**config.mk**
```make
export PLATFORM = sky130hd
export DESIGN_NAME = khc_ram
export DESIGN_NICKNAME = d
export VERILOG_FILES = /design/src/rtl/kmer_hash_counter_defines.svh /design/src/rtl/khc_ram.sv
export SDC_FILE = /design/constraint.sdc
export NUM_CORES = 1
export LEC_CHECK = 0
export ABC_CLOCK_PERIOD_IN_PS = 5200
export BUFFER_PORTS_ARGS = -buffer_cell sky130_fd_sc_hd__buf_2
export CAP_MARGIN = 10
export CORE_MARGIN = 2
export CORE_UTILIZATION = 40
export DETAILED_ROUTE_END_ITERATION = 16
export HOLD_SLACK_MARGIN = 0.08
export PLACE_DENSITY = 0.57
export SLEW_MARGIN = 20
export SYNTH_ARGS = -nofsm -noshare
export SYNTH_HDL_FRONTEND = slang
export SYNTH_SLANG_ARGS = --single-unit
export TNS_END_PERCENT = 50
```
**constraint.sdc**
```tcl
create_clock -name clk -period 5.2 [get_ports clk]
set_clock_uncertainty 0.1 [all_clocks]
set_input_delay 0.52 -clock clk [delete_from_list [all_inputs] [get_ports clk]]
set_output_delay 0.52 -clock clk [all_outputs]
set_load 0.01 [all_outputs]
```
**src/rtl/kmer_hash_counter_defines.svh**
```systemverilog
// assertion macros for the k-mer hash counter
// used by the top level; no other dependencies
`ifndef KMER_HASH_COUNTER_DEFINES_SVH
`define KMER_HASH_COUNTER_DEFINES_SVH

`ifndef SYNTHESIS

// same-cycle implication
`define KHC_ASSERT_IMP(label, clk, rst, ante, cons) \
  label: assert property (@(posedge clk) disable iff (rst) (ante) |-> (cons)) \
    else $error("kmer_hash_counter: assertion failed");

// next-cycle implication
`define KHC_ASSERT_NXT(label, clk, rst, ante, cons) \
  label: assert property (@(posedge clk) disable iff (rst) (ante) |=> (cons)) \
    else $error("kmer_hash_counter: assertion failed");

`else

`define KHC_ASSERT_IMP(label, clk, rst, ante, cons)
`define KHC_ASSERT_NXT(label, clk, rst, ante, cons)

`endif

`endif

```
**src/rtl/khc_ram.sv**
```systemverilog
// generic single-port-write, single-port-read ram with registered read
// no dependencies
module khc_ram #(
  parameter int WIDTH = 8,
  parameter int DEPTH = 16
) (
  input  logic                     clk,
  input  logic                     wr_en,
  input  logic [$clog2(DEPTH)-1:0] wr_addr,
  input  logic [WIDTH-1:0]         wr_data,
  input  logic                     rd_en,
  input  logic [$clog2(DEPTH)-1:0] rd_addr,
  output logic [WIDTH-1:0]         rd_data
);

  logic [WIDTH-1:0] mem [DEPTH];

  // write port
  always_ff @(posedge clk) begin
    if (wr_en) begin
      mem[wr_addr] <= wr_data;
    end
  end

  // registered read port
  always_ff @(posedge clk) begin
    if (rd_en) begin
      rd_data <= mem[rd_addr];
    end
  end

endmodule

```
Word-level counts from Yosys, hierarchy flattened
Memory sizes are Yosys's and may differ from the RTL's. A register that Yosys moved wholly into a read port is not among the register bits.
Index checks and enable logic that the tools add are counted.

word-level totals
  output and inout port bits = 8
  logic and storage cells = 3
  memories kept = 1
  RAM bits = 128
  flip-flop bits (word level) = 0

operators by class
  muxes and demuxes = 2

memories
  name  depth  bits a word  rd ports  clocked after Yosys merged registers in  wr ports  line           RTL
  mem   16     8            1         1                                        1         khc_ram.sv:16  logic [WIDTH-1:0] mem [DEPTH];

operators with widths
  cell               number
  two-way mux 1 bit  2

Depth between registers and ports, before layout
  depth in word-level cells = 2
  depth in mapped cells = 5
  depth with buffers taken out = 3

Worst setup path after synthesis
No wires, ideal clock.

  path kind = input to register
  start = in wr_addr[2]
  end = mem mem[0][0] (enable)
  path buffers = 0
  data required time = 4,717 ps
  arrival time = 1,630 ps
  library setup time = 383 ps
  path slack = 3,087 ps
  stages = 2
  cell sequence = or3b_2 -> nor3_1

RTL lines
  what                line           RTL
  start: declaration  khc_ram.sv:9   input logic [$clog2(DEPTH)-1:0] wr_addr,
  end: declaration    khc_ram.sv:16

No word-level cell before the write port.

==> out/results.txt <==
Status = finished, final reports clean
Number of buffers inserted to repair setup after CTS = 0
Synthesized net count = 248
Cts-stage hold buffer count = 0
Endpoint required time on the critical path = 5.25 ns
Final count of hold timing violations = 0
First-iteration detailed-routing DRC count = 192
CTS Root Cell = clkbuf_16
Count of placed standard cells including taps = 419
Port-buffer cells = 26
Post-Syn Area = 5230 µm²
Die Width = 118 µm
RSZ-0062 raised after global routing = false
TritonCTS Buffers = 17
Syn. warnings = 0
WS Path Type = input pin to register
Cells on Worst Hold Path = 1
Post-DR wirelength/cell = 22.7 µm
Accumulated negative setup slack = 0 ns
Total congestion overflow = 0
Number of non-filler instances in the completed layout = 450
Worst Min Path Start = wr_data[2]
Ratio of cells with drive above 1 in the final layout = 24.8%
Arrival time of the worst setup path = 2.08 ns
Final period utilization = 39.0%
Number of register bits inferred by synthesis = 136
Maximum fanout along the worst path = 32
Element type at the critical path start = input pin
Boundary Pins = 27
Detail Placement HPWL = 6.37 mm
Seq/Total Area, Yosys = 78.1%
Clock sink total = 136
Per-cell via count in the routed design = 5.34
Post-Route WL = 10.2 mm
Area of the core = 12700 µm²
Max H-tree Level = 4
Number of max-slew violations in the final report = 0
Worst slew slack as a fraction of its limit = 33.9%
Final setup violating endpoints = 0
Final weighted congestion of routability-driven global placement = 0.741
Power per cell area = 391 nW/µm²
Number of design rule violations left after detail routing = 0
Post-layout net count = 285
TritonCTS clock tree = yes
Min-Delay Path Class = input pin to register
Final critical delay including setup and external delays = 2.03 ns
Mean cell area of the mapped netlist = 22.8 µm²
Via count of the first global-routing pass = 2492
Unique cell type count in the Yosys netlist = 18
Total Routing Usage GR = 15.7%
Initial Utilization = 41.3%
Category of the worst setup path capture point = register
Cell count after synthesis = 229
Maximum clock insertion buffer count = 2
Clock latency of the later-clocked register in the worst-skew pair = 0.41 ns
Die boundary height = 118 µm
VDD IR-drop max = 218 µV
Leakage power figure = 1.96 nW
Worst r2r path cells = 3
Worst reg2reg setup slack = 3.57 ns
Number of rows created at floorplan = 41
Largest net degree at the start of global routing = 33
Clock transition at the register clock pins on the worst setup and hold paths after CTS = 0.05 ns
Number of iterations in the first detailed-routing pass = 4
Diode count = 0
Number of nets with antenna violations after detailed routing = 0
Vias after detailed routing = 2404
Source of the critical timing path = rd_addr[0]
Number of antenna violations at the first check in global routing = 0
First-pass GRT wire length = 15.5 mm
Synth-to-layout area growth = 14.7%
Reported max-cap violation count = 0
FF-to-FF Start = mem[2][1]
Terminus of the critical flop-to-flop path = rd_data[1]
Top achievable clock speed = 0.493 GHz
Hold worst-path end = mem[2][2]
Transition at the pin with the smallest max-transition slack = 0.988 ns
Resized Gates After CTS = 0
Overall die area = 14000 µm²
-- metal layers --
metal  wire, µm  track usage, %
met3        769            5.12
met5          0               0
met4        135            6.55
met1       4290            20.7
met2       5030            24.1
-- where the power goes --
part / internal (mW) / switching (mW) / leakage (nW)
sequential: 1.24 / 0.00674 / 1.24
combinational: 0.0429 / 0.0651 / 0.487
clock: 0.595 / 0.395 / 0.236
total: 1.87 / 0.467 / 1.96
-- layout make-up --
| class | instances | area [µm²] |
|---|---|---|
| flip-flops and latches | 136 | 4080 |
| well taps | 172 | 215 |
| clock buffers | 24 | 452 |
| multi-input cells | 83 | 1070 |
| fillers | 1062 | 6680 |
| clock inverters | 7 | 30.0 |
| repair buffers | 28 | 148 |
-- cell usage in the layout, fill, tap and decap left out --
master,instances
mux4_1,14
or3b_2,1
a22oi_1,16
and2_1,1
buf_2,25
nor2b_1,1
mux4_2,18
buf_4,3
nor3_2,2
nand2_1,9
nand3b_1,2
clkinv_2,3
clkbuf_1,7
and2b_1,1
edfxtp_1,136
nor3_1,2
nand3_1,1
clkinv_1,4
nor2_1,13
clkbuf_16,17
nand2b_1,2
-- worst max-delay path by stage --
stage,end,slack [ns],cells after the start
2_1_floorplan,mem[0][0],3.09,2
3_3_place_gp,rd_data[4],2.35,4
3_5_place_dp,rd_data[4],2.35,4
4_1_cts,rd_data[4],2.77,4
5_1_grt,rd_data[4],3.02,4
6_report,rd_data[4],3.17,4
-- synthesized netlist by cell type --
| library cell | number | area share, % |
|---|---|---|
| mux4_2 | 18 | 7.8 |
| nand2b_1 | 2 | 0.24 |
| buf_6 | 3 | 0.65 |
| nand3b_1 | 2 | 0.29 |
| edfxtp_1 | 136 | 78 |
| clkdlybuf4s25_2 | 3 | 0.57 |
| nor2_1 | 13 | 0.93 |
| and2_1 | 1 | 0.12 |
| or3b_2 | 1 | 0.17 |
| mux4_1 | 14 | 7.0 |
| a22oi_1 | 16 | 2.3 |
| nor2b_1 | 1 | 0.12 |
| nor3_1 | 4 | 0.38 |
| and2b_1 | 1 | 0.14 |
| buf_2 | 3 | 0.29 |
| buf_4 | 1 | 0.14 |
| nand3_1 | 1 | 0.096 |
| nand2_1 | 9 | 0.65 |
-- stage by stage --
step | total power [mW] | area, µm² | setup slack [ns] | utilization [%] | hold WS, ns
2_1_floorplan | 1.33 | 5230 | 3.09 | - | 0.519
3_3_place_gp | 1.37 | 5510 | 2.35 | 43.5 | 0.633
3_5_place_dp | 1.38 | 5510 | 2.35 | 43.5 | 0.636
4_1_cts | 2.36 | 5990 | 2.77 | 47.3 | 0.390
5_1_grt | 2.42 | 6000 | 3.02 | 47.3 | 0.400
6_report | 2.34 | 6000 | 3.17 | 47.3 | 0.398
-- state kept, by name (all words and copies together), names as in the netlist --
name,flops
rd_data,8
mem,128
-- cell families (layout without fill, tap and decap cells) --
family | after synthesis | after routing | share of synthesized area (%)
flip-flops | 136 | 136 | 78.1
AND/OR/NAND/NOR | 35 | 35 | 3.14
multiplexers | 32 | 32 | 14.8
AO/OA/AOI/OAI | 16 | 16 | 2.30
buffers and inverters | 10 | 59 | 1.65
-- worst max-delay path: stages --
cell and delay [ns]:
buf_4 0.50, mux4_1 0.64, a22oi_1 0.32, nand2_1 0.09
No activity file was read; power rests on OpenSTA's default activity.
