## src/rtl/kmer_hash_counter_defines.svh

```systemverilog
// assertion macros for the k-mer hash counter
// used by the top level; no other dependencies
`ifndef KMER_HASH_COUNTER_DEFINES_SVH
`define KMER_HASH_COUNTER_DEFINES_SVH

`ifndef SYNTHESIS

// same-cycle implication
`define KHC_ASSERT_IMP(label, clk, rst, ante, cons) \
  label: assert property (@(posedge clk) disable iff (rst) (ante) |-> (cons)) \
    else $error("kmer_hash_counter: assertion failed");

// next-cycle implication
`define KHC_ASSERT_NXT(label, clk, rst, ante, cons) \
  label: assert property (@(posedge clk) disable iff (rst) (ante) |=> (cons)) \
    else $error("kmer_hash_counter: assertion failed");

`else

`define KHC_ASSERT_IMP(label, clk, rst, ante, cons)
`define KHC_ASSERT_NXT(label, clk, rst, ante, cons)

`endif

`endif

```

## src/rtl/khc_pkg.sv

```systemverilog
// shared constants, types and codes of the k-mer hash counter
// no dependencies
package khc_pkg;

  // table geometry
  localparam int BUCKETS     = 1021;
  localparam int WAYS        = 4;
  localparam int COUNT_BITS  = 32;
  localparam int SLOTS       = BUCKETS * WAYS;
  localparam int BUCKET_BITS = $clog2(BUCKETS);
  localparam int WAY_BITS    = $clog2(WAYS);

  // field widths
  localparam int KEY_BITS       = 48;
  localparam int SLOT_BITS      = 12;
  localparam int STATUS_BITS    = 2;
  localparam int OUT_COUNT_BITS = 32;
  localparam int IN_TDATA_BITS  = ((KEY_BITS + SLOT_BITS + 7) / 8) * 8;
  localparam int OUT_TDATA_BITS = ((1 + KEY_BITS + OUT_COUNT_BITS + 7) / 8) * 8;

  // hash: h = (h * 31 + byte) mod BUCKETS, 31 taken as (h << 5) - h
  localparam int HASH_MUL_SH   = 5;
  localparam int HASH_MUL      = (1 << HASH_MUL_SH) - 1;
  localparam int BYTE_BITS     = 8;
  localparam int BLOCK_BYTES   = 6;
  localparam int BYTE_CNT_BITS = $clog2(BLOCK_BYTES);
  localparam int HX_MAX        = (BUCKETS - 1) * HASH_MUL + 255;
  localparam int HX_BITS       = $clog2(HX_MAX + 1);
  localparam int HASH_SH       = HX_BITS + BUCKET_BITS;
  localparam longint HASH_RECIP = (longint'(1) << HASH_SH) / BUCKETS;
  localparam int RECIP_BITS    = $clog2(HASH_RECIP + 1);
  localparam int PROD_BITS     = HX_BITS + RECIP_BITS;

  // request kinds
  localparam logic REQ_INSERT = 1'b0;
  localparam logic REQ_READ   = 1'b1;

  // result status codes
  localparam logic [STATUS_BITS-1:0] ST_HIT  = 2'd0;
  localparam logic [STATUS_BITS-1:0] ST_NEW  = 2'd1;
  localparam logic [STATUS_BITS-1:0] ST_FULL = 2'd2;
  localparam logic [STATUS_BITS-1:0] ST_READ = 2'd3;

  localparam logic [COUNT_BITS-1:0] COUNT_MAX = {COUNT_BITS{1'b1}};

  // one way of a bucket row
  typedef struct packed {
    logic                  valid;
    logic [KEY_BITS-1:0]   key;
    logic [COUNT_BITS-1:0] count;
  } entry_t;

  typedef entry_t [WAYS-1:0] row_t;

  // hash unit response
  typedef struct packed {
    logic                   done;
    logic [BUCKET_BITS-1:0] bucket;
  } hash_rsp_t;

endpackage

```

## src/rtl/khc_hash.sv

```systemverilog
// iterative bucket hash of a six-byte block, one byte at a time, each in an estimate phase and a remainder phase
// depends on khc_pkg
module khc_hash import khc_pkg::*; (
  input  logic                clk,
  input  logic                rst,
  input  logic                start,
  input  logic [KEY_BITS-1:0] key,
  output hash_rsp_t           rsp
);

  logic                     busy;
  logic                     phase;
  logic                     done;
  logic [BYTE_CNT_BITS-1:0] cnt;
  logic [KEY_BITS-1:0]      keysh;
  logic [BUCKET_BITS-1:0]   h;
  logic [HX_BITS-1:0]       x;
  logic [HX_BITS-1:0]       q;
  logic [HX_BITS-1:0]       x_next;
  logic [PROD_BITS-1:0]     prod;
  logic [HX_BITS-1:0]       q_next;
  logic [HX_BITS-1:0]       rem;
  logic [HX_BITS-1:0]       rem_fix;

  // first phase: x = h * 31 + byte, estimate quotient by reciprocal
  always_comb begin
    x_next = (HX_BITS'(h) << HASH_MUL_SH) - HX_BITS'(h)
             + HX_BITS'(keysh[KEY_BITS-1 -: BYTE_BITS]);
    prod   = PROD_BITS'(x_next) * PROD_BITS'(HASH_RECIP);
    q_next = HX_BITS'(prod >> HASH_SH);
  end

  // second phase: remainder, one correction since estimate is at most one low
  always_comb begin
    rem     = x - q * HX_BITS'(BUCKETS);
    rem_fix = (rem >= HX_BITS'(BUCKETS)) ? rem - HX_BITS'(BUCKETS) : rem;
  end

  // byte sequencer
  always_ff @(posedge clk) begin
    if (rst) begin
      busy <= 1'b0;
      done <= 1'b0;
    end else begin
      done <= 1'b0;
      if (start) begin
        busy  <= 1'b1;
        phase <= 1'b0;
        cnt   <= '0;
        h     <= '0;
        keysh <= key;
      end else if (busy) begin
        if (!phase) begin
          x     <= x_next;
          q     <= q_next;
          phase <= 1'b1;
        end else begin
          h     <= BUCKET_BITS'(rem_fix);
          phase <= 1'b0;
          keysh <= keysh << BYTE_BITS;
          if (cnt == BYTE_CNT_BITS'(BLOCK_BYTES - 1)) begin
            busy <= 1'b0;
            done <= 1'b1;
          end else begin
            cnt <= cnt + 1'b1;
          end
        end
      end
    end
  end

  assign rsp.done   = done;
  assign rsp.bucket = h;

endmodule

```

## config.mk

```make
export PLATFORM = sky130hd
export DESIGN_NAME = khc_hash
export DESIGN_NICKNAME = d
export VERILOG_FILES = /design/src/rtl/kmer_hash_counter_defines.svh /design/src/rtl/khc_pkg.sv /design/src/rtl/khc_hash.sv
export SDC_FILE = /design/constraint.sdc
export NUM_CORES = 1
export LEC_CHECK = 0
export BUFFER_PORTS_ARGS = -buffer_cell sky130_fd_sc_hd__clkbuf_2
export CORE_MARGIN = 2
export CORE_UTILIZATION = 45
export DETAILED_ROUTE_END_ITERATION = 8
export PLACE_DENSITY = 0.66
export SYNTH_ARGS = -nofsm -noshare
export SYNTH_HDL_FRONTEND = slang
export SYNTH_SLANG_ARGS = --single-unit
```

## constraint.sdc

```tcl
create_clock -name clk -period 7.3 [get_ports clk]
set_input_delay 2.19 -clock clk [delete_from_list [all_inputs] [get_ports clk]]
set_output_delay 2.19 -clock clk [all_outputs]
set_load 0.05 [all_outputs]
```

After elaboration in Yosys (flattened, before gate mapping):

Cells that the tools add are included.

* register bits after elaboration: 85
* bits of input ports: 51
* output and inout port bits: 11
* logic and storage cells: 45

* add/subtract/negate cells: 5
* multiply operators: 2
* magnitude comparators: 1
* equality and inequality tests: 2
* multiplexer cells: 16
* bitwise gates (word level): 4
* reduce and logical (&&, ||, !) cells: 7

Operator list (count)
* $mux 48: 3
* $mux 10: 3
* $mul 15x11->26 const B: 1
* $add 15x8->15: 1
* $ge 15x10->1 const B: 1
* $mul 6x10->15 const B: 1
* $sub 15x10->15: 1
* $sub 15x15->15: 1
* $sub 10x10->10 const B: 1
* $mux 3: 3
* $reduce_and 4->1: 2
* $mux 1: 7
* $not 1->1: 4
* $reduce_bool 2->1: 2
* $reduce_or 4->1: 1
* $add 3x1->3 const B: 1
* $eq 3x3->1 const B: 1
* $reduce_and 3->1: 1
* $ne 2x2->1 const B: 1
* $reduce_and 2->1: 1

Depth between registers and ports, before layout:

Gate-level depths: netlist (run 1).

* depth after elaboration: 6
* depth in mapped cells: 27
* depth with buffers taken out: 27

Worst setup path after synthesis (run 1):

No wires, ideal clock.

* path kind: flip-flop to flip-flop
* start: register h[1]
* end: register q[3] (data pin)
* setup time: 0.264 ns
* data arrival time: 5.583 ns
* required time: 7.036 ns
* path slack: 1.452 ns
* cell stages (with the launch flop): 26
* buffers on the path: 0
* period minus slack after synthesis: 5.848 ns
* cells stage by stage: edfxtp_1 -> inv_1 -> fa_1 -> inv_1 -> ha_1 -> o21ai_0 -> a21boi_0 -> o211ai_1 -> nand2_1 -> a211o_1 -> a21oi_1 -> xnor2_1 -> ha_1 -> ha_1 -> inv_1 -> fa_1 -> inv_1 -> ha_1 -> a21o_1 -> a21o_1 -> a21o_1 -> a221oi_1 -> o21ai_0 -> and3_1 -> nand2_1 -> xnor2_1

* longest elaborated chain between the ends: 3

Ends and longest elaborated chain
* from (decl): RTL line khc_hash.sv:16 `logic [BUCKET_BITS-1:0] h;`
* from (signal assigned): RTL line khc_hash.sv:58 `h <= BUCKET_BITS'(rem_fix);`
* $sub 15x10->15: RTL line khc_hash.sv:27 `x_next = (HX_BITS'(h) << HASH_MUL_SH) - HX_BITS'(h)`
* $add 15x8->15: RTL line khc_hash.sv:28 `+ HX_BITS'(keysh[KEY_BITS-1 -: BYTE_BITS]);`
* net x_next[14]: RTL line khc_hash.sv:19 `logic [HX_BITS-1:0] x_next;`
* $mul 15x11->26: RTL line khc_hash.sv:29 `prod = PROD_BITS'(x_next) * PROD_BITS'(HASH_RECIP);`
* net prod[28]: RTL line khc_hash.sv:20 `logic [PROD_BITS-1:0] prod;`
* to (signal assigned): RTL line khc_hash.sv:55 `q <= q_next;`
* to (decl): RTL line khc_hash.sv:18 `logic [HX_BITS-1:0] q;`

The timed path passes the listed nets, and every way through them passes these cells.
A chain may end at the register's enable or synchronous reset.

Final worst setup path (run 1):

* start: register q[3]
* end: register h[0] (data pin)

* longest elaborated chain between the ends: 6

Ends and longest elaborated chain
* $mul 6x10->15: RTL line khc_hash.sv:35 `rem = x - q * HX_BITS'(BUCKETS);`
* $sub 15x15->15: RTL line khc_hash.sv:35
* $ge 15x10->1: RTL line khc_hash.sv:36 `rem_fix = (rem >= HX_BITS'(BUCKETS)) ? rem - HX_BITS'(BUCKETS) : rem;`
* $mux 10: RTL line khc_hash.sv:36
* $mux 10: RTL line khc_hash.sv:53 `if (!phase) begin`
* $mux 10: RTL line khc_hash.sv:52 `end else if (busy) begin`

Every way passes these cells. The select of a mux whose other input is x is not followed.

==> tab_implementation.tex, run 1 <==
\begin{tabular}{lr}
\hline
Metric & Value \\
\hline
\multicolumn{2}{l}{\textbf{Cells and area}} \\
\quad Area added between synthesis and finish & 11.9\% \\
\quad NumNets Final & 879 \\
\quad Final standard cell area without fillers & approximately 8000 um2 \\
\quad Share of cells above drive strength 1 & 19.1\% \\
\quad Fill cell count & 1,347 \\
\quad Count of inserted antenna diode cells & 0 \\
\quad Utilization of the core after routing & 51.9\% \\
\multicolumn{2}{l}{\textbf{Floorplanning}} \\
\quad Top-level I/O count & 62 \\
\quad \# rows & 45 \\
\quad Die Outline Area & $\sim$17,000 um2 \\
\quad Die boundary width & 129 um \\
\quad Die span in y & about 130 um \\
\quad Std-Cell Core Area & around 15,000 um2 \\
\quad Starting utilization of the core area & 46.3\% \\
\multicolumn{2}{l}{\textbf{Setup path}} \\
\quad Critical path class & flip-flop to flip-flop \\
\quad Slowest library cell on the worst path & sky130\_fd\_sc\_hd\_\_fa\_1 \\
\quad Kind of launch point of the worst setup path & flip-flop \\
\quad Required time of the worst setup path & 7.38 ns \\
\quad Data arrival, critical path & approximately 6.2 ns \\
\quad Critical path cell sequence & fa\_1 > inv\_1 > fa\_1 > inv\_1 > fa\_1 > inv\_1 > fa\_1 > ha\_1 > a21o\_1 > a2111oi\_0 > a21o\_1 > nor3\_1 > a211o\_1 > nor4\_4 > and2\_4 > o21ai\_1 \\
\quad Crit path largest cell delay & 0.72 ns \\
\quad Cell occurring most often along the worst timing path & sky130\_fd\_sc\_hd\_\_fa\_1 \\
\quad Worst Path Max Fanout & 16 \\
\quad Cells on worst reg2reg path & 16 \\
\quad Type of element capturing the critical path & flip-flop \\
\quad Register-to-register setup slack & 1.18 ns \\
\multicolumn{2}{l}{\textbf{Global routing}} \\
\quad Antenna violations before repair & 0 \\
\quad Overflow left after global routing & 0 \\
\quad First-pass GRT wire length & 23.1 mm \\
\quad Aggregate global-route resource usage & 17.7\% \\
\quad Number of global-route vias before repair & around 4,900 \\
\quad Pin count of the biggest net entering global routing & 59 \\
\multicolumn{2}{l}{\textbf{Clock tree}} \\
\quad TritonCTS clock tree & done \\
\quad TritonCTS sink count & 85 \\
\quad Clock network latency to the later pin of the worst-skew pair & 0.35 ns \\
\quad Number of H-tree levels & 3 \\
\quad Gates resized, CTS repair & 0 \\
\quad Number of buffers inserted during clock tree synthesis & 9 \\
\quad Hold bufs inserted after CTS & 0 \\
\quad Deepest clock path buffer count & 2 \\
\quad Post-CTS setup repair buffer count & 0 \\
\quad Clock transition at the registers of the reported paths & 0.07 ns \\
\quad Master cell of the clock root buffer & sky130\_fd\_sc\_hd\_\_clkbuf\_16 \\
\multicolumn{2}{l}{\textbf{Logic synthesis}} \\
\quad Distinct cell type count of the synthesized netlist & 61 \\
\quad Synthesized netlist net count & a little over 800 \\
\quad Number of enable-type register cells in the synthesized netlist & 83 \\
\quad Sequential cell area fraction in the yosys report & 35.8\% \\
\quad Share of synthesized flip-flops with an asynchronous set or reset & 0\% \\
\quad Number of warnings issued by yosys & 0 \\
\quad Mapped Avg Cell Area & 11.2 um2 \\
\quad Most frequently used flop master after synthesis & sky130\_fd\_sc\_hd\_\_edfxtp\_1 \\
\quad Summed instance area of the synthesized netlist & 7070 um2 \\
\quad Synthesized instance count & 632 \\
\quad Synthesis-stage register bit count & 85 \\
\multicolumn{2}{l}{\textbf{Routing}} \\
\quad Sum of routed wire length over all layers & 14.1 mm \\
\quad Routed wire per std cell & 15.5 um \\
\quad Final routed DRC violation total & 0 \\
\quad Initial drt markers & a little under 300 \\
\quad Via Count & 4,725 \\
\quad 1st-pass router iterations & 4 \\
\quad Number of antenna-violating nets in the routed design & 0 \\
\quad Mean number of vias per cell & 5.20 \\
\multicolumn{2}{l}{\textbf{Placement}} \\
\quad Setup slack after placement & 1.17 ns \\
\quad HPWL after DPL & 11.3 mm \\
\quad Last weighted congestion value of the routability-driven placer & 0.839 \\
\quad Placed instance area & 7600 um2 \\
\quad Number of port buffers & 61 \\
\multicolumn{2}{l}{\textbf{Timing}} \\
\quad Final setup violation count & 0 \\
\quad Post-route clock period utilization & 83.9\% \\
\quad Fmax & 0.163 GHz \\
\quad Worst slew pin tran & 0.827 ns \\
\quad Final hold violation count & 0 \\
\quad Setup repair after global routing missed its margin & false \\
\quad Tightest slew margin relative to the limit & 44.4\% \\
\quad Min cycle time layout & 6.12 ns \\
\quad Final setup margin & 1.18 ns \\
\quad Setup TNS after final layout & 0 ns \\
\quad Number of pins exceeding their max-slew limit in the final report & 0 \\
\quad Clock tree skew after final layout & roughly 0.0087 ns \\
\multicolumn{2}{l}{\textbf{Hold path}} \\
\quad Hold WC Path Type & flip-flop to flip-flop \\
\quad Worst hold path stage count & 1 \\
\multicolumn{2}{l}{\textbf{Job}} \\
\quad Count of max-cap constraint violations & 0 \\
\multicolumn{2}{l}{\textbf{Outcome}} \\
\quad Outcome & completed \\
\hline
\end{tabular}
-- layout make-up --
| type | count | area, um2 | area share (%) |
|---|---|---|---|
| clock buffer | 9 | 225 | 2.85 |
| tap | 211 | 264 | 3.34 |
| clock inverter | 7 | 91.3 | 1.15 |
| sequential | 85 | 2530 | 32.0 |
| inverter | 105 | 394 | 4.98 |
| timing repair buffer | 64 | 328 | 4.14 |
| multi-input combinational | 427 | 4080 | 51.5 |
-- final timing paths --
path	end	start
worst min register to register	busy$_SDFF_PP0_	phase$_SDFFCE_PP0P_
worst min-delay path	busy$_SDFF_PP0_	phase$_SDFFCE_PP0P_
worst max register to register	h[0]$_SDFFCE_PP0P_	q[3]$_DFFE_PP_
worst max-delay path	h[0]$_SDFFCE_PP0P_	q[3]$_DFFE_PP_
-- metrics by stage --
step           instances  hold WS (ns)
6_report             908         0.538
5_1_grt              908         0.560
4_1_cts              908         0.534
3_5_place_dp         892         0.526
3_3_place_gp         892         0.504
2_1_floorplan        632         0.469
-- synth_stat cells, types with 4 or more instances --
library cell | count | area, um2
sky130_fd_sc_hd__a21o_1 | 15 | 113
sky130_fd_sc_hd__fa_1 | 37 | 741
sky130_fd_sc_hd__ha_1 | 99 | 1240
sky130_fd_sc_hd__edfxtp_1 | 83 | 2490
sky130_fd_sc_hd__clkbuf_1 | 5 | 18.8
sky130_fd_sc_hd__a211o_1 | 5 | 43.8
sky130_fd_sc_hd__a21oi_1 | 16 | 80.1
sky130_fd_sc_hd__xor2_1 | 9 | 78.8
sky130_fd_sc_hd__o211ai_1 | 9 | 67.6
sky130_fd_sc_hd__or4_1 | 5 | 37.5
sky130_fd_sc_hd__o21ai_1 | 4 | 20.0
sky130_fd_sc_hd__and2_1 | 13 | 81.3
sky130_fd_sc_hd__mux2_2 | 41 | 462
sky130_fd_sc_hd__xnor2_1 | 27 | 236
sky130_fd_sc_hd__o21ai_0 | 12 | 60.1
sky130_fd_sc_hd__inv_1 | 105 | 394
sky130_fd_sc_hd__nand2_1 | 26 | 97.6
sky130_fd_sc_hd__nand3_1 | 9 | 45.0
sky130_fd_sc_hd__buf_1 | 4 | 15.0
sky130_fd_sc_hd__nand4_1 | 9 | 56.3
sky130_fd_sc_hd__nor2_1 | 29 | 109
sky130_fd_sc_hd__nor3_1 | 5 | 25.0
sky130_fd_sc_hd__nand2b_1 | 4 | 25.0
-- cell families after synthesis --
logic type	after synthesis	synth area share (%)
fa+ha+maj	136	28.0
compound gates	92	9.12
simple gates	122	9.38
flops	85	35.8
buf+inv	120	6.69
mux	41	6.53
xor+xnor	36	4.46
-- cell usage in the layout (no fill, tap or decap), types with 5 or more instances in the layout --
| cell type | n |
|---|---|
| sky130_fd_sc_hd__a21oi_1 | 16 |
| sky130_fd_sc_hd__mux2_2 | 41 |
| sky130_fd_sc_hd__a21o_1 | 15 |
| sky130_fd_sc_hd__nand3_1 | 9 |
| sky130_fd_sc_hd__nand2_1 | 26 |
| sky130_fd_sc_hd__a211o_1 | 5 |
| sky130_fd_sc_hd__o211ai_1 | 9 |
| sky130_fd_sc_hd__fa_1 | 37 |
| sky130_fd_sc_hd__and2_1 | 13 |
| sky130_fd_sc_hd__nor3_1 | 5 |
| sky130_fd_sc_hd__xnor2_1 | 27 |
| sky130_fd_sc_hd__edfxtp_1 | 83 |
| sky130_fd_sc_hd__or4_1 | 5 |
| sky130_fd_sc_hd__inv_1 | 105 |
| sky130_fd_sc_hd__ha_1 | 99 |
| sky130_fd_sc_hd__nand4_1 | 9 |
| sky130_fd_sc_hd__xor2_1 | 9 |
| sky130_fd_sc_hd__nor2_1 | 28 |
| sky130_fd_sc_hd__clkbuf_2 | 61 |
| sky130_fd_sc_hd__o21ai_0 | 12 |
| sky130_fd_sc_hd__clkbuf_16 | 9 |
-- state kept, by name, indices dropped and copies added, names as in the netlist --
name   flops
busy       1
cnt        3
done       1
h         10
keysh     48
phase      1
q          6
x         15
-- per-layer routing --
| layer | global-route usage (%) | up-vias | share of wire, % |
|---|---|---|---|
| met5 | 0 | - | 0 |
| met4 | 5.18 | 0 | 1.8 |
| met3 | 3.55 | 22 | 4.0 |
| met2 | 30.3 | 95 | 50 |
| met1 | 22.8 | 2282 | 44 |
| li1 | - | 2326 | - |
-- worst max-delay path: cells and delay by family (launching register included) --
kind / cells / cell delay, ns
AO/OA/AOI/OAI: 5 / 1.29
flip-flops: 1 / 0.51
AND/OR/NAND/NOR: 3 / 1.00
buffers and inverters: 3 / 0.30
adder cells (fa/ha/maj): 5 / 2.75
Power of run 1 is not shown: default switching activity piles up to over one toggle a cycle in this logic, so the estimate is an artifact.
==> run 2: changes to the inputs <==
PLACE_DENSITY = 0.68   (was 0.66)
clock period = 5.5 ns   (was 7.3 ns; I/O delays follow)
==> run 2 against run 1 <==
  * Clock skew up 0.0015 ns
  * Register-to-register slack lost 1.0 ns
  * Maximum frequency increased by 15%
  * Critical path type unchanged
  * Critical endpoint is now q[1]$_DFFE_PP_
==> tab_implementation.tex, run 2 (synthesis gave the netlist of run 1 again) <==
\begin{tabular}{lr}
\hline
Metric & Value \\
\hline
\multicolumn{2}{l}{\textbf{Setup path}} \\
\quad Worst Path Max Fanout & 3 (was 16) \\
\quad Critical path cell sequence & inv\_2 > fa\_1 > inv\_1 > ha\_2 > or3\_4 > o211ai\_1 > nand2\_1 > a211o\_1 > a21oi\_2 > xnor2\_2 > ha\_1 > ha\_1 > inv\_1 > fa\_1 > inv\_2 > ha\_4 > a21o\_1 > a21o\_1 > a21o\_1 > a221oi\_2 > o21ai\_2 > and3\_4 > xor2\_1 (was fa\_1 > inv\_1 > fa\_1 > inv\_1 > fa\_1 > inv\_1 > fa\_1 > ha\_1 > a21o\_1 > a2111oi\_0 > a21o\_1 > nor3\_1 > a211o\_1 > nor4\_4 > and2\_4 > o21ai\_1) \\
\quad Slowest library cell on the worst path & sky130\_fd\_sc\_hd\_\_fa\_1 (unchanged) \\
\quad Type of element capturing the critical path & flip-flop (unchanged) \\
\quad Data arrival, critical path & 5.44 ns (was 6.21 ns) \\
\quad Kind of launch point of the worst setup path & flip-flop (unchanged) \\
\quad Critical path class & flip-flop to flip-flop (unchanged) \\
\quad Required time of the worst setup path & 5.60 ns (was 7.38 ns) \\
\quad Crit path largest cell delay & 0.50 ns (was 0.72 ns) \\
\quad Cell occurring most often along the worst timing path & sky130\_fd\_sc\_hd\_\_a21o\_1 (was sky130\_fd\_sc\_hd\_\_fa\_1) \\
\multicolumn{2}{l}{\textbf{Timing}} \\
\quad Number of pins exceeding their max-slew limit in the final report & 0 (unchanged) \\
\quad Tightest slew margin relative to the limit & 50.9\% (was 44.4\%) \\
\quad Post-route clock period utilization & 97.0\% (was 83.9\%) \\
\quad Fmax & 0.187 GHz (was 0.163 GHz) \\
\quad WHS & 0.544 ns (was 0.538 ns) \\
\quad Final setup margin & 0.164 ns (was 1.18 ns) \\
\quad Final setup violation count & 0 (unchanged) \\
\quad Setup repair after global routing missed its margin & true (was false) \\
\quad Min cycle time layout & 5.34 ns (was 6.12 ns) \\
\quad Final hold violation count & 0 (unchanged) \\
\quad Worst slew pin tran & 0.736 ns (was 0.827 ns) \\
\quad Setup TNS after final layout & 0 ns (unchanged) \\
\quad Clock tree skew after final layout & 0.0102 ns (was 0.00873 ns) \\
\multicolumn{2}{l}{\textbf{Routing}} \\
\quad Routed wire per std cell & 16.0 um (was 15.5 um) \\
\quad Via Count & 5,034 (was 4,725) \\
\quad Final routed DRC violation total & 0 (unchanged) \\
\quad Initial drt markers & 380 (was 291) \\
\quad 1st-pass router iterations & 5 (was 4) \\
\quad Sum of routed wire length over all layers & 15.3 mm (was 14.1 mm) \\
\quad Mean number of vias per cell & 5.27 (was 5.20) \\
\quad Number of antenna-violating nets in the routed design & 0 (unchanged) \\
\multicolumn{2}{l}{\textbf{Floorplanning}} \\
\quad \# rows & 45 (unchanged) \\
\quad Starting utilization of the core area & 46.3\% (unchanged) \\
\quad Top-level I/O count & 62 (unchanged) \\
\quad Die Outline Area & 16,700 um2 (unchanged) \\
\quad Die boundary width & 129 um (unchanged) \\
\quad Die span in y & 129 um (unchanged) \\
\quad Std-Cell Core Area & 15,300 um2 (unchanged) \\
\multicolumn{2}{l}{\textbf{Placement}} \\
\quad HPWL after DPL & 11.7 mm (was 11.3 mm) \\
\quad Setup slack after placement & -0.157 ns (was 1.17 ns) \\
\quad Last weighted congestion value of the routability-driven placer & 0.896 (was 0.839) \\
\quad Number of port buffers & 61 (unchanged) \\
\multicolumn{2}{l}{\textbf{Job}} \\
\quad Count of max-cap constraint violations & 0 (unchanged) \\
\multicolumn{2}{l}{\textbf{Clock tree}} \\
\quad Master cell of the clock root buffer & sky130\_fd\_sc\_hd\_\_clkbuf\_16 (unchanged) \\
\quad Clock network latency to the later pin of the worst-skew pair & 0.35 ns (about the same) \\
\quad TritonCTS sink count & 85 (unchanged) \\
\quad Number of buffers inserted during clock tree synthesis & 9 (unchanged) \\
\quad TritonCTS clock tree & done (unchanged) \\
\quad Clock transition at the registers of the reported paths & 0.07 ns (about the same) \\
\quad Number of H-tree levels & 3 (unchanged) \\
\quad Deepest clock path buffer count & 2 (unchanged) \\
\quad Hold bufs inserted after CTS & 0 (unchanged) \\
\multicolumn{2}{l}{\textbf{Global routing}} \\
\quad Antenna violations before repair & 0 (unchanged) \\
\quad First-pass GRT wire length & 24.8 mm (was 23.1 mm) \\
\quad Overflow left after global routing & 0 (unchanged) \\
\quad Aggregate global-route resource usage & 19.0\% (was 17.7\%) \\
\quad Pin count of the biggest net entering global routing & 59 (unchanged) \\
\quad Number of global-route vias before repair & 5,238 (was 4,860) \\
\multicolumn{2}{l}{\textbf{Cells and area}} \\
\quad Area added between synthesis and finish & 19.2\% (was 11.9\%) \\
\quad Max reg flops & 48 (unchanged) \\
\quad Count of inserted antenna diode cells & 0 (unchanged) \\
\quad Utilization of the core after routing & 55.2\% (was 51.9\%) \\
\quad Most frequent cells in the layout & 100 x sky130\_fd\_sc\_hd\_\_inv\_1, 92 x sky130\_fd\_sc\_hd\_\_ha\_1, 83 x sky130\_fd\_sc\_hd\_\_edfxtp\_1 (was 105 x sky130\_fd\_sc\_hd\_\_inv\_1, 99 x sky130\_fd\_sc\_hd\_\_ha\_1, 83 x sky130\_fd\_sc\_hd\_\_edfxtp\_1) \\
\quad Commonest non-fill, non-tap cell in the layout & sky130\_fd\_sc\_hd\_\_inv\_1 (unchanged) \\
\quad Register ranked first by flip-flop count & keysh (unchanged) \\
\quad NumNets Final & 927 (was 879) \\
\quad Fill cell count & 1,283 (was 1,347) \\
\quad Largest registers ranked by flip-flop count & keysh (48), x (15), h (10) (unchanged) \\
\quad Share of cells above drive strength 1 & 28.3\% (was 19.1\%) \\
\multicolumn{2}{l}{\textbf{Hold path}} \\
\quad Hold WC Path Type & flip-flop to flip-flop (unchanged) \\
\multicolumn{2}{l}{\textbf{Outcome}} \\
\quad Outcome & completed (unchanged) \\
\hline
\end{tabular}
run 2: stage by stage:
stage | instances | instance area, um2
2_1_floorplan | 632 | 7100
3_3_place_gp | 921 | 7860
3_5_place_dp | 921 | 7860
4_1_cts | 944 | 8240
5_1_grt | 956 | 8420
6_report | 956 | 8420
run 2: layout make-up:
| class | instances | area (um2) | area share (%) |
|---|---|---|---|
| repair buffers | 112 | 704 | 8.36 |
| clock buffers | 9 | 225 | 2.67 |
| flip-flops and latches | 85 | 2530 | 30.1 |
| clock inverters | 7 | 80.1 | 0.951 |
| multi-input cells | 427 | 4220 | 50.1 |
| well taps | 211 | 264 | 3.13 |
| inverters | 105 | 394 | 4.68 |
run 2: routing by layer:
| layer | up-vias | global-route usage [%] | wire, um | share of wire (%) |
|---|---|---|---|---|
| met3 | 32 | 3.30 | 611 | 4.0 |
| met4 | 0 | 6.52 | 348 | 2.3 |
| li1 | 2430 | - | - | - |
| met2 | 116 | 32.3 | 7640 | 50 |
| met1 | 2456 | 24.4 | 6680 | 44 |
| met5 | - | 0 | 0 | 0 |
run 2: what timing repair did:
action | in CTS | in global routing
cloned | 0 | 0
setup endpoints to repair | 5 | 15
pin swaps | 5 | 36
hold endpoints to repair | 0 | 0
gates resized for setup | 6 | 21
buffers inserted | 7 | 12
run 2: path summary, 6_finish.rpt:
kind	cells past startpoint	slack [ns]	to	start
max	23	0.16	q[1]$_DFFE_PP_	h[2]$_SDFFCE_PP0P_
min	1	0.54	keysh[16]$_DFFE_PP_	keysh[8]$_DFFE_PP_
max reg2reg	23	0.16	q[1]$_DFFE_PP_	h[2]$_SDFFCE_PP0P_
min reg2reg	1	0.54	keysh[16]$_DFFE_PP_	keysh[8]$_DFFE_PP_
run 2: worst max-delay path, delay by kind of cell, from the launching register on:
kind | cells | cell delay (ns)
AO/OA/AOI/OAI | 8 | 1.52
XOR/XNOR | 2 | 0.29
adder cells (fa/ha/maj) | 6 | 1.93
buffers and inverters | 4 | 0.22
flip-flops | 1 | 0.40
AND/OR/NAND/NOR | 3 | 0.73
Power of run 2 is left out for the same reason.
==> run 3: changes to the inputs <==
ABC_AREA = 1   (was unset)
PLACE_DENSITY = 0.7   (was 0.68)
==> run 3 against run 2 <==
  * Setup slack improved by 0.26 ns
  * Sequential share of layout area down 0.14 points
  * Non-clock buffer count decreased by 46
  * Area after synthesis rose by 7.0%
  * Critical path type unchanged
  * Hold slack got worse by 0.064 ns
  * Largest cell class unchanged
  * Cell area up 0.46%
  * Utilization decreased by 4.0 points
  * Global-route usage fell by 1.1 points
==> tab_implementation.tex, run 3 <==
\begin{tabular}{lr}
\hline
Metric & Value \\
\hline
\multicolumn{2}{l}{\textbf{Setup path}} \\
\quad Largest delay share family, worst path & adder cells (unchanged) \\
\quad Required time of the worst setup path & 5.60 ns (about the same) \\
\quad Crit path largest cell delay & 0.68 ns (was 0.50 ns) \\
\quad Data arrival, critical path & 5.18 ns (was 5.44 ns) \\
\quad Worst Path Max Fanout & 11 (was 3) \\
\quad Critical path cell sequence & fa\_2 > inv\_1 > fa\_1 > inv\_1 > fa\_1 > inv\_1 > fa\_1 > ha\_1 > nand2\_1 > inv\_1 > a21oi\_2 > nor2\_1 > nor2\_1 > nand2\_1 > nand2\_1 > nand2\_1 > nor2\_4 > nand3\_4 > a21oi\_1 > nor2\_1 (was inv\_2 > fa\_1 > inv\_1 > ha\_2 > or3\_4 > o211ai\_1 > nand2\_1 > a211o\_1 > a21oi\_2 > xnor2\_2 > ha\_1 > ha\_1 > inv\_1 > fa\_1 > inv\_2 > ha\_4 > a21o\_1 > a21o\_1 > a21o\_1 > a221oi\_2 > o21ai\_2 > and3\_4 > xor2\_1) \\
\quad Kind of launch point of the worst setup path & flip-flop (unchanged) \\
\quad Type of element capturing the critical path & flip-flop (unchanged) \\
\quad Critical path class & flip-flop to flip-flop (unchanged) \\
\quad Reg2reg start & q[3]\$\_DFFE\_PP\_ (was h[2]\$\_SDFFCE\_PP0P\_) \\
\quad Slowest library cell on the worst path & sky130\_fd\_sc\_hd\_\_fa\_2 (was sky130\_fd\_sc\_hd\_\_fa\_1) \\
\quad Launch point of the worst path & q[3]\$\_DFFE\_PP\_ (was h[2]\$\_SDFFCE\_PP0P\_) \\
\quad Buffer and inverter count on the worst path & 4 (unchanged) \\
\multicolumn{2}{l}{\textbf{Clock tree}} \\
\quad Clock transition at the registers of the reported paths & 0.07 ns (about the same) \\
\quad Number of buffers inserted during clock tree synthesis & 9 (unchanged) \\
\quad Master cell of the clock root buffer & sky130\_fd\_sc\_hd\_\_clkbuf\_16 (unchanged) \\
\quad TritonCTS sink count & 85 (unchanged) \\
\quad TritonCTS clock tree & done (unchanged) \\
\quad Deepest clock path buffer count & 2 (unchanged) \\
\quad Clock network latency to the later pin of the worst-skew pair & 0.35 ns (about the same) \\
\quad Number of H-tree levels & 3 (unchanged) \\
\multicolumn{2}{l}{\textbf{Cells and area}} \\
\quad Area added between synthesis and finish & 11.9\% (was 19.2\%) \\
\quad Max reg flops & 48 (unchanged) \\
\quad Final standard cell area without fillers & 8460 um2 (was 8420 um2) \\
\quad Share of cells above drive strength 1 & 10.5\% (was 28.3\%) \\
\quad Commonest non-fill, non-tap cell in the layout & sky130\_fd\_sc\_hd\_\_nand2\_1 (was sky130\_fd\_sc\_hd\_\_inv\_1) \\
\quad Utilization of the core after routing & 51.2\% (was 55.2\%) \\
\quad NumNets Final & 1,162 (was 927) \\
\quad Largest registers ranked by flip-flop count & keysh (48), x (15), h (10) (unchanged) \\
\quad Most frequent cells in the layout & 280 x sky130\_fd\_sc\_hd\_\_nand2\_1, 186 x sky130\_fd\_sc\_hd\_\_inv\_1, 99 x sky130\_fd\_sc\_hd\_\_ha\_1 (was 100 x sky130\_fd\_sc\_hd\_\_inv\_1, 92 x sky130\_fd\_sc\_hd\_\_ha\_1, 83 x sky130\_fd\_sc\_hd\_\_edfxtp\_1) \\
\quad Register ranked first by flip-flop count & keysh (unchanged) \\
\quad Count of inserted antenna diode cells & 0 (unchanged) \\
\quad Fill cell count & 1,566 (was 1,283) \\
\multicolumn{2}{l}{\textbf{Outcome}} \\
\quad Outcome & completed (unchanged) \\
\multicolumn{2}{l}{\textbf{Floorplanning}} \\
\quad \# rows & 47 (was 45) \\
\quad Die span in y & 134 um (was 129 um) \\
\quad Top-level I/O count & 62 (unchanged) \\
\quad Starting utilization of the core area & 45.8\% (was 46.3\%) \\
\quad Die Outline Area & 17,900 um2 (was 16,700 um2) \\
\quad Std-Cell Core Area & 16,500 um2 (was 15,300 um2) \\
\quad Die boundary width & 134 um (was 129 um) \\
\multicolumn{2}{l}{\textbf{Timing}} \\
\quad Worst slew pin tran & 0.743 ns (was 0.736 ns) \\
\quad Setup TNS after final layout & 0 ns (unchanged) \\
\quad Post-route clock period utilization & 92.3\% (was 97.0\%) \\
\quad Final hold violation count & 0 (unchanged) \\
\quad Clock tree skew after final layout & 0.0105 ns (was 0.0102 ns) \\
\quad Final setup margin & 0.426 ns (was 0.164 ns) \\
\quad Fmax & 0.197 GHz (was 0.187 GHz) \\
\quad Min cycle time layout & 5.07 ns (was 5.34 ns) \\
\quad Final setup violation count & 0 (unchanged) \\
\quad Number of pins exceeding their max-slew limit in the final report & 0 (unchanged) \\
\quad Tightest slew margin relative to the limit & 50.4\% (was 50.9\%) \\
\multicolumn{2}{l}{\textbf{Logic synthesis}} \\
\quad Synthesized netlist net count & 1,098 (was 819) \\
\quad Summed instance area of the synthesized netlist & 7560 um2 (was 7070 um2) \\
\quad Most used standard cell by instance count after synthesis & sky130\_fd\_sc\_hd\_\_nand2\_1 (was sky130\_fd\_sc\_hd\_\_inv\_1) \\
\quad Leading post-synthesis cells by cell area & sky130\_fd\_sc\_hd\_\_edfxtp\_1 33\%, sky130\_fd\_sc\_hd\_\_ha\_1 16\%, sky130\_fd\_sc\_hd\_\_nand2\_1 14\% (was sky130\_fd\_sc\_hd\_\_edfxtp\_1 35\%, sky130\_fd\_sc\_hd\_\_ha\_1 18\%, sky130\_fd\_sc\_hd\_\_fa\_1 10\%) \\
\quad Share of synthesized flip-flops with an asynchronous set or reset & 0\% (unchanged) \\
\quad Mapped Avg Cell Area & 8.30 um2 (was 11.2 um2) \\
\quad Number of warnings issued by yosys & 0 (unchanged) \\
\quad Most frequently used flop master after synthesis & sky130\_fd\_sc\_hd\_\_edfxtp\_1 (unchanged) \\
\quad Synthesis-stage register bit count & 85 (unchanged) \\
\quad Sequential cell area fraction in the yosys report & 33.5\% (was 35.8\%) \\
\quad Post-synth top cells & 280 x sky130\_fd\_sc\_hd\_\_nand2\_1, 186 x sky130\_fd\_sc\_hd\_\_inv\_1, 99 x sky130\_fd\_sc\_hd\_\_ha\_1, 83 x sky130\_fd\_sc\_hd\_\_edfxtp\_1, 39 x sky130\_fd\_sc\_hd\_\_nor2\_1 (was 105 x sky130\_fd\_sc\_hd\_\_inv\_1, 99 x sky130\_fd\_sc\_hd\_\_ha\_1, 83 x sky130\_fd\_sc\_hd\_\_edfxtp\_1, 41 x sky130\_fd\_sc\_hd\_\_mux2\_2, 37 x sky130\_fd\_sc\_hd\_\_fa\_1) \\
\quad Distinct cell type count of the synthesized netlist & 36 (was 61) \\
\quad Area fraction of the dominant cell type after synthesis & 33.0\% (was 35.3\%) \\
\quad Cell taking the most area after synthesis & sky130\_fd\_sc\_hd\_\_edfxtp\_1 (unchanged) \\
\quad Synthesized instance count & 911 (was 632) \\
\quad Number of enable-type register cells in the synthesized netlist & 83 (unchanged) \\
\multicolumn{2}{l}{\textbf{Placement}} \\
\quad Last weighted congestion value of the routability-driven placer & 0.900 (was 0.896) \\
\quad HPWL after DPL & 12.0 mm (was 11.7 mm) \\
\quad Setup slack after placement & 0.255 ns (was -0.157 ns) \\
\quad Number of port buffers & 61 (unchanged) \\
\quad Placed instance area & 8120 um2 (was 7860 um2) \\
\multicolumn{2}{l}{\textbf{Hold path}} \\
\quad HP Start & busy\$\_SDFF\_PP0\_ (was keysh[8]\$\_DFFE\_PP\_) \\
\quad Hold WC Path Type & flip-flop to flip-flop (unchanged) \\
\multicolumn{2}{l}{\textbf{Job}} \\
\quad Count of max-cap constraint violations & 0 (unchanged) \\
\multicolumn{2}{l}{\textbf{Global routing}} \\
\quad First-pass GRT wire length & 25.6 mm (was 24.8 mm) \\
\quad Overflow left after global routing & 0 (unchanged) \\
\quad Number of global-route vias before repair & 5,616 (was 5,238) \\
\quad Antenna violations before repair & 0 (unchanged) \\
\quad Pin count of the biggest net entering global routing & 59 (unchanged) \\
\quad Aggregate global-route resource usage & 17.8\% (was 19.0\%) \\
\multicolumn{2}{l}{\textbf{Routing}} \\
\quad Number of antenna-violating nets in the routed design & 0 (unchanged) \\
\quad Via Count & 5,806 (was 5,034) \\
\quad Final routed DRC violation total & 0 (unchanged) \\
\quad Sum of routed wire length over all layers & 15.2 mm (was 15.3 mm) \\
\quad Initial drt markers & 276 (was 380) \\
\quad Mean number of vias per cell & 4.84 (was 5.27) \\
\quad Routed wire per std cell & 12.6 um (was 16.0 um) \\
\quad 1st-pass router iterations & 5 (unchanged) \\
\hline
\end{tabular}
## run 3: cell count changes after synthesis, sizes merged, moves of 16 or more
cell,previous run,this run
inv,105,188
nand2,26,285
nand3,9,37
xnor2,27,11
mux2,41,0
## run 3: through the flow
stage | hold slack [ns] | instances
after CTS | 0.480 | 1198
after detailed placement | 0.474 | 1182
final | 0.480 | 1200
after global routing | 0.514 | 1200
after floorplan | 0.433 | 911
after global placement | 0.465 | 1182
## run 3: worst register-to-register path: cells and delay by family, from the launching register on
family	cells	cell delay, ns
adders and majority gates	5	2.65
DFF	1	0.49
and+or+nand+nor	9	1.01
buffers and inverters	4	0.34
AOI/OAI and AO/OA	2	0.37
## run 3: kinds of logic (layout without fill, tap and decap cells)
| logic type | Yosys count | in the layout | synth area share, % |
|---|---|---|---|
| xor+xnor | 27 | 27 | 3.23 |
| buf+inv | 201 | 270 | 10.1 |
| simple gates | 399 | 399 | 22.3 |
| fa+ha+maj | 136 | 136 | 26.2 |
| compound gates | 63 | 63 | 4.70 |
| flops | 85 | 85 | 33.5 |
## run 3: final timing paths
kind | depth (start not counted) | endpoint | slack [ns]
worst max register to register | 20 | h[7]$_SDFFCE_PP0P_ | 0.43
worst max-delay path | 20 | h[7]$_SDFFCE_PP0P_ | 0.43
worst min-delay path | 2 | done$_SDFF_PP0_ | 0.48
worst min register to register | 2 | done$_SDFF_PP0_ | 0.48
## run 3: cell type report
class | instances | area, um2 | share of cell area [%]
Clock buffer | 9 | 225 | 2.66
Timing Repair Buffer | 66 | 343 | 4.05
Multi-Input combinational cell | 625 | 4290 | 50.7
Clock inverter | 7 | 91.3 | 1.08
Sequential cell | 85 | 2530 | 29.9
Inverter | 188 | 706 | 8.34
Tap cell | 220 | 275 | 3.25
## run 3: metal layers
metal	up-vias	track usage, %	wire length [um]
met5	-	0	0
met4	0	4.85	289
met3	27	3.69	803
met2	134	29.9	7180
met1	2631	23.5	6880
li1	3014	-	-
## run 3: what timing repair did
item / 4_1_cts / 5_1_grt
resized for setup: 0 / 4
buffers inserted: 0 / 2
hold buffers: 0 / 0
endpoints found under the hold margin: 0 / 0
endpoints found under the setup margin: 0 / 11
Power of run 3 is left out for the same reason.
